[config.mk]
export PLATFORM = sky130hd
export DESIGN_NAME = ipsv_queue
export DESIGN_NICKNAME = d
export VERILOG_FILES = /design/src/hdl/ipsv_pkg.sv /design/src/hdl/ipsv_queue.sv
export SDC_FILE = /design/constraint.sdc
export NUM_CORES = 1
export LEC_CHECK = 0
export BUFFER_PORTS_ARGS = -buffer_cell sky130_fd_sc_hd__buf_2
export CELL_PAD_IN_SITES_DETAIL_PLACEMENT = 0
export CELL_PAD_IN_SITES_GLOBAL_PLACEMENT = 1
export CORE_ASPECT_RATIO = 2
export CORE_MARGIN = 2
export CORE_UTILIZATION = 56
export CTS_BUF_LIST = sky130_fd_sc_hd__clkbuf_8
export DETAILED_ROUTE_END_ITERATION = 6
export PLACE_DENSITY_LB_ADDON = 0.1
export SLEW_MARGIN = 20
export SYNTH_ARGS = -nofsm -noshare
export SYNTH_HDL_FRONTEND = slang
export SYNTH_SLANG_ARGS = --single-unit
[constraint.sdc]
create_clock -name i_clk -period 8.1 [get_ports i_clk]
set_input_delay 0.81 -clock i_clk [delete_from_list [all_inputs] [get_ports i_clk]]
set_output_delay 0.81 -clock i_clk [all_outputs]
set_load 0.1 [all_outputs]
[src/hdl/ipsv_pkg.sv]
// ----------------------------------------------------------------------------
// ipsv_pkg
// Shared types and constants for the inverse Park / SVPWM duty unit.
// ----------------------------------------------------------------------------
package ipsv_pkg;

    localparam int QW        = 34;   // width of the bus-divided vector times
    localparam int QDEPTH    = 4;
    localparam int QPTR_W    = 2;
    localparam int CFG_IDX_W = 2;

    localparam logic [CFG_IDX_W-1:0] CFG_PERIOD = 2'd0;
    localparam logic [CFG_IDX_W-1:0] CFG_LIMIT  = 2'd1;

    localparam logic [2:0] SEC_N1 = 3'd1;
    localparam logic [2:0] SEC_N2 = 3'd2;
    localparam logic [2:0] SEC_N3 = 3'd3;
    localparam logic [2:0] SEC_N4 = 3'd4;
    localparam logic [2:0] SEC_N5 = 3'd5;
    localparam logic [2:0] SEC_N6 = 3'd6;

    typedef struct packed {
        logic signed [15:0] volt_d;
        logic signed [15:0] volt_q;
        logic signed [15:0] sine_value;
        logic signed [15:0] cosine_value;
        logic [15:0]        bus_voltage;
    } t_in_item;

    typedef struct packed {
        logic [15:0] duty_a;
        logic [15:0] duty_b;
        logic [15:0] duty_c;
        logic [2:0]  sector_code;
        logic        times_scaled;
    } t_out_item;

    typedef struct packed {
        logic [CFG_IDX_W-1:0] index;
        logic [15:0]          wdata;
    } t_cfg_item;

    // Job handed from front to back: numerator magnitudes already >> FRAC_BITS
    typedef struct packed {
        logic [QW-1:0] mag1;
        logic [QW-1:0] mag2;
        logic [15:0]   bus;
        logic [2:0]    sector;
    } t_job;

endpackage

[src/hdl/ipsv_queue.sv]
// ----------------------------------------------------------------------------
// ipsv_queue
// Small job FIFO between front and back.
// ----------------------------------------------------------------------------
module ipsv_queue import ipsv_pkg::*; (
    input  logic i_clk,
    input  logic i_rst_n,
    input  logic i_push,
    input  t_job i_job,
    input  logic i_pop,
    output logic o_valid,
    output t_job o_job,
    output logic o_room
);

    t_job              r_mem [QDEPTH];
    logic [QPTR_W-1:0] r_wp, r_rp;
    logic [QPTR_W:0]   r_cnt;

    assign o_valid = (r_cnt != '0);
    assign o_room  = (r_cnt != (QPTR_W+1)'(QDEPTH));
    assign o_job   = r_mem[r_rp];

    always_ff @(posedge i_clk) begin
        if (i_push) begin
            r_mem[r_wp] <= i_job;
        end
    end

    always_ff @(posedge i_clk) begin
        if (!i_rst_n) begin
            r_wp  <= '0;
            r_rp  <= '0;
            r_cnt <= '0;
        end else begin
            if (i_push) r_wp <= r_wp + 1'b1;
            if (i_pop)  r_rp <= r_rp + 1'b1;
            r_cnt <= r_cnt + (QPTR_W+1)'(i_push) - (QPTR_W+1)'(i_pop);
        end
    end

endmodule

### Yosys cells after proc, flatten, opt, wreduce, memory -nomap -nowiden

Memories as Yosys holds them, arrays and structs flattened. A register that Yosys moved wholly into a read port is not among the register bits.
Cells that the tools add are included.

| storage, ports and cells | value |
|---|---|
| bits in writable memories | 348 |
| logic and storage cells | 14 |
| flip-flop bits (word level) | 7 |
| memories kept | 1 |

Memories:

| name | depth | width | rd ports | clocked after memory_dff | write ports | line | text |
|---|---|---|---|---|---|---|---|
| r_mem | 4 | 87 | 1 | 1 | 1 | ipsv_queue.sv:16 | `t_job r_mem [QDEPTH];` |

| operators by class | value |
|---|---|
| reductions and logical operators | 1 |
| equal/unequal tests | 1 |
| $add $sub $neg | 4 |
| multiplexer cells | 4 |

Operator list:

| operator | number |
|---|---|
| $add A2 B1 Y2 const B | 2 |
| $mux W2 | 2 |
| $add A3 B1 Y3 | 1 |
| $ne A3 B3 Y1 const B | 1 |
| $reduce_bool A3 Y1 | 1 |
| $sub A3 B1 Y3 | 1 |
| $mux W1 | 2 |

### Logic depth before layout (Yosys ltp)

| logic depth | value |
|---|---|
| depth in word-level cells | 3 |
| gate-level depth with buffers | 8 |

### Worst setup path after synthesis

No wires, ideal clock.

| path | value |
|---|---|
| path type | in2reg |
| start point | input i_push |
| end point | memory r_mem[0][0] (netlist bit) (enable) |
| path slack | 4816 ps |
| required time | 7645 ps |
| stages on the path | 1 |
| data arrival time | 2829 ps |
| buffers on the path | 0 |
| cell sequence | and2_1 |

| on the way | value |
|---|---|
| word-level cells in the longest chain between the ends | 2 |

Ends and longest elaborated chain:

| item | line | text |
|---|---|---|
| from (decl) | ipsv_queue.sv:8 | `input logic i_push,` |
| $mux W1 | ipsv_queue.sv:25 | `if (i_push) begin` |
| $mux W1 (not written as such) | ipsv_queue.sv:26 | `r_mem[r_wp] <= i_job;` |
| to (decl) | ipsv_queue.sv:16 |  |

No other way between the ends.

==> qor.txt <==
Initial Utilization - 0.5714
post-route total power - 0.004279 W
Seq cells post-synth - 357
floorplan die width - 111.7 um
proportion of layout cells with a drive suffix above 1 - 0.4638
switching part of the total - 0.3056
antenna violations before repair - 1
nature of the critical path startpoint - flop
final cycle utilization of the critical path - 0.5242
slack of the worst reg-to-reg path - 5860 ps
I/O pin cnt - 180
DR DRC count - 0
power share of the clock group - 0.299
via density per instance - 5.617
power per unit of standard cell area - 283.8 mW/mm2
detail-routed net length per standard cell - 23.21 um
largest net degree at the start of global routing - 66
Antenna Violating Nets Remaining - 0
Synth area leaders - edfxtp_1 80%, mux4_2 15%, dfxtp_1 1.4%
Mean Syn Cell Area - 26.09 um2
final RePlAce weighted congestion - 0.7397
overall via count from detail_route - 5774
post_cts resized - 0
clk_skew - 20.43 ps
sequential cell area fraction in the yosys report - 0.8182
H-Tree Depth - 2
number of enable flip-flop cells after synthesis - 348
clock-pin slew on the worst setup and hold paths - 70 ps
Worst setup EP type - primary output
height of the die - 219.4 um
Post-CTS Setup Repair Bufs - 0
routed wire length - 23860 um
largest buffer count on any clock path - 3
Worst EP required - 7290 ps
sum of negative setup slack - 0 ps
synthesized netlist net count - 596
proportion of power drawn by flip-flops and latches - 0.504
synthesized instance count - 498
CTS Root Buffer Type - clkbuf_8
Worst Reg-to-Reg Cells - 4
worst min path class - in -> reg
startpoint of the worst register-to-register path - r_wp[0]$_SDFFE_PN0P_
number of warnings issued by yosys - 0
part of the total power dissipated in combinational logic - 0.197
CTS tree - done
vias in the first global route - 6487
worst setup path class - reg -> out
router iterations before antenna repair - 4
grt ovf - 0
hold-fix buffer count after cts - 0
Rel. slew slack - 0.3476
leading cell types in the layout, fill and taps excluded - 348 x edfxtp_1, 179 x buf_2, 87 x mux4_2, 47 x clkbuf_8, 14 x inv_1
Setup crit end - o_job[36]
final worst path period need - 4246 ps
area growth from synthesis to final layout - 16.04%
Unique masters post-synth - 21
global-route wire length before repair - 36560 um
Tightest Pin Transition - 978.5 ps
total CTS buffers - 45
full die area - 0.02451 mm2
Final Hold Fails - 0
standby leakage power - 5.133 nW
count of input and output buffers - 179
Starting DRT DRC Count - 272
Max Clk Rate - 0.2355 GHz
number of clock sinks - 357
Synth Flop Type - edfxtp_1
arrival time of the worst setup path - 3440 ps
net switching component of the power - 0.001308 W
Clock Latency Late Sink - 550 ps
floorplan core area - 0.02274 mm2
# rows - 78
HPWL after detailed placement - 14730 um
internal power - 0.002972 W
most common cell after layout, fill and taps aside - edfxtp_1
setup repair after global routing missed its margin - no
run status - completed
Slew Limit Fails - 0
Setup Viol. Count Final - 0
library cell with the largest summed area after synthesis - edfxtp_1
max-capacitance violation count - 0
capture instance of the worst register-to-register path - r_mem[0][75]$_DFFE_PP_
top-area cell type share of the netlist area - 0.8043
total routing usage reported by global routing - 0.1999
maximum resistive drop on vdd - 246.1 uV
Max FO, Critical Path - 41
share of flip-flops with an asynchronous set or reset - 0
cell area after synthesis - 0.01299 mm2
Post-layout nets - 809
==> stage by stage <==
| step | hold WS [ps] | instances | setup WS, ps | instance area, um2 | util |
|---|---|---|---|---|---|
| after floorplan | 499.3 | 498 | 4816 | 12990 | - |
| after global placement | 515.5 | 944 | 4310 | 14160 | 0.6229 |
| after CTS | 432.3 | 1026 | 3683 | 15070 | 0.6628 |
| after detailed placement | 516.4 | 944 | 4275 | 14160 | 0.6229 |
| final | 472.1 | 1028 | 3854 | 15080 | 0.6630 |
| after global routing | 447.0 | 1026 | 3499 | 15070 | 0.6628 |
==> registers in the layout, summed over array words and instances (netlist names), named ones only <==
register and flops:
r_cnt 3, r_wp 2, r_rp 2, r_mem 348
==> final cells by class <==
type | instances | area [um2]
Antenna cell | 2 | 5.005
Clock buffer | 47 | 646.9
Clock inverter | 35 | 261.5
Fill cell | 1504 | 7662
Inverter | 6 | 22.52
Multi-Input combinational cell | 115 | 2205
Sequential cell | 357 | 10640
Tap cell | 280 | 350.3
Timing Repair Buffer | 186 | 948.4
==> Yosys cell counts, drive strengths merged (2+ instances only) <==
library cell	count
dfxtp	9
mux4	87
nor2	7
inv	6
edfxtp	348
xnor2	2
ha	6
clkbuf	5
and2	5
buf	15
==> cell families (layout without fill, tap and decap cells) <==
kind of cell	count (synthesis)	after routing	share of synthesized area
and+or+nand+nor	15	15	0.005779
buffers and inverters	26	274	0.01290
adders and majority gates	7	7	0.007319
other	0	2	0
muxes	88	88	0.1516
xor gates and xnor gates	3	3	0.003082
AOI/OAI and AO/OA	2	2	0.001155
DFF	357	357	0.8182
==> power by group through the flow <==
stage / clock network (W) / logic (W) / registers [W]
after floorplan: 0 / 0.000717 / 0.00218
after global placement: 0 / 0.000845 / 0.00219
after detailed placement: 0 / 0.000851 / 0.00220
after CTS: 0.00132 / 0.000853 / 0.00216
after global routing: 0.00139 / 0.000874 / 0.00217
final: 0.00128 / 0.000842 / 0.00216
==> worst min path at each step <==
stage                               from  depth (start not counted)  slack (ps)                      to
detailed placement  r_rp[0]$_SDFFE_PN0P_                          2         520                    flop
CTS                             i_job[5]                          1         430   r_mem[3][5]$_DFFE_PP_
floorplan           r_rp[1]$_SDFFE_PN0P_                          2         500                    flop
global route                   i_job[59]                          1         450  r_mem[1][59]$_DFFE_PP_
global placement    r_rp[1]$_SDFFE_PN0P_                          2         520                    flop
finish                         i_job[24]                          1         470  r_mem[1][24]$_DFFE_PP_
==> routing by layer <==
layer | global-route usage | share of wire | up-vias
met2 | 0.3715 | 0.58 | 195
met4 | 0.07119 | 0.026 | 0
met3 | 0.04198 | 0.057 | 39
met1 | 0.2267 | 0.34 | 2984
met5 | 0 | 0 | -
li1 | - | - | 2556
==> critical path: stages (launching register included) <==
cell and delay [ps]:
dfxtp_4 610, buf_4 740, buf_4 590, mux4_2 580, buf_2 310
(Power assumes the default switching activity.)
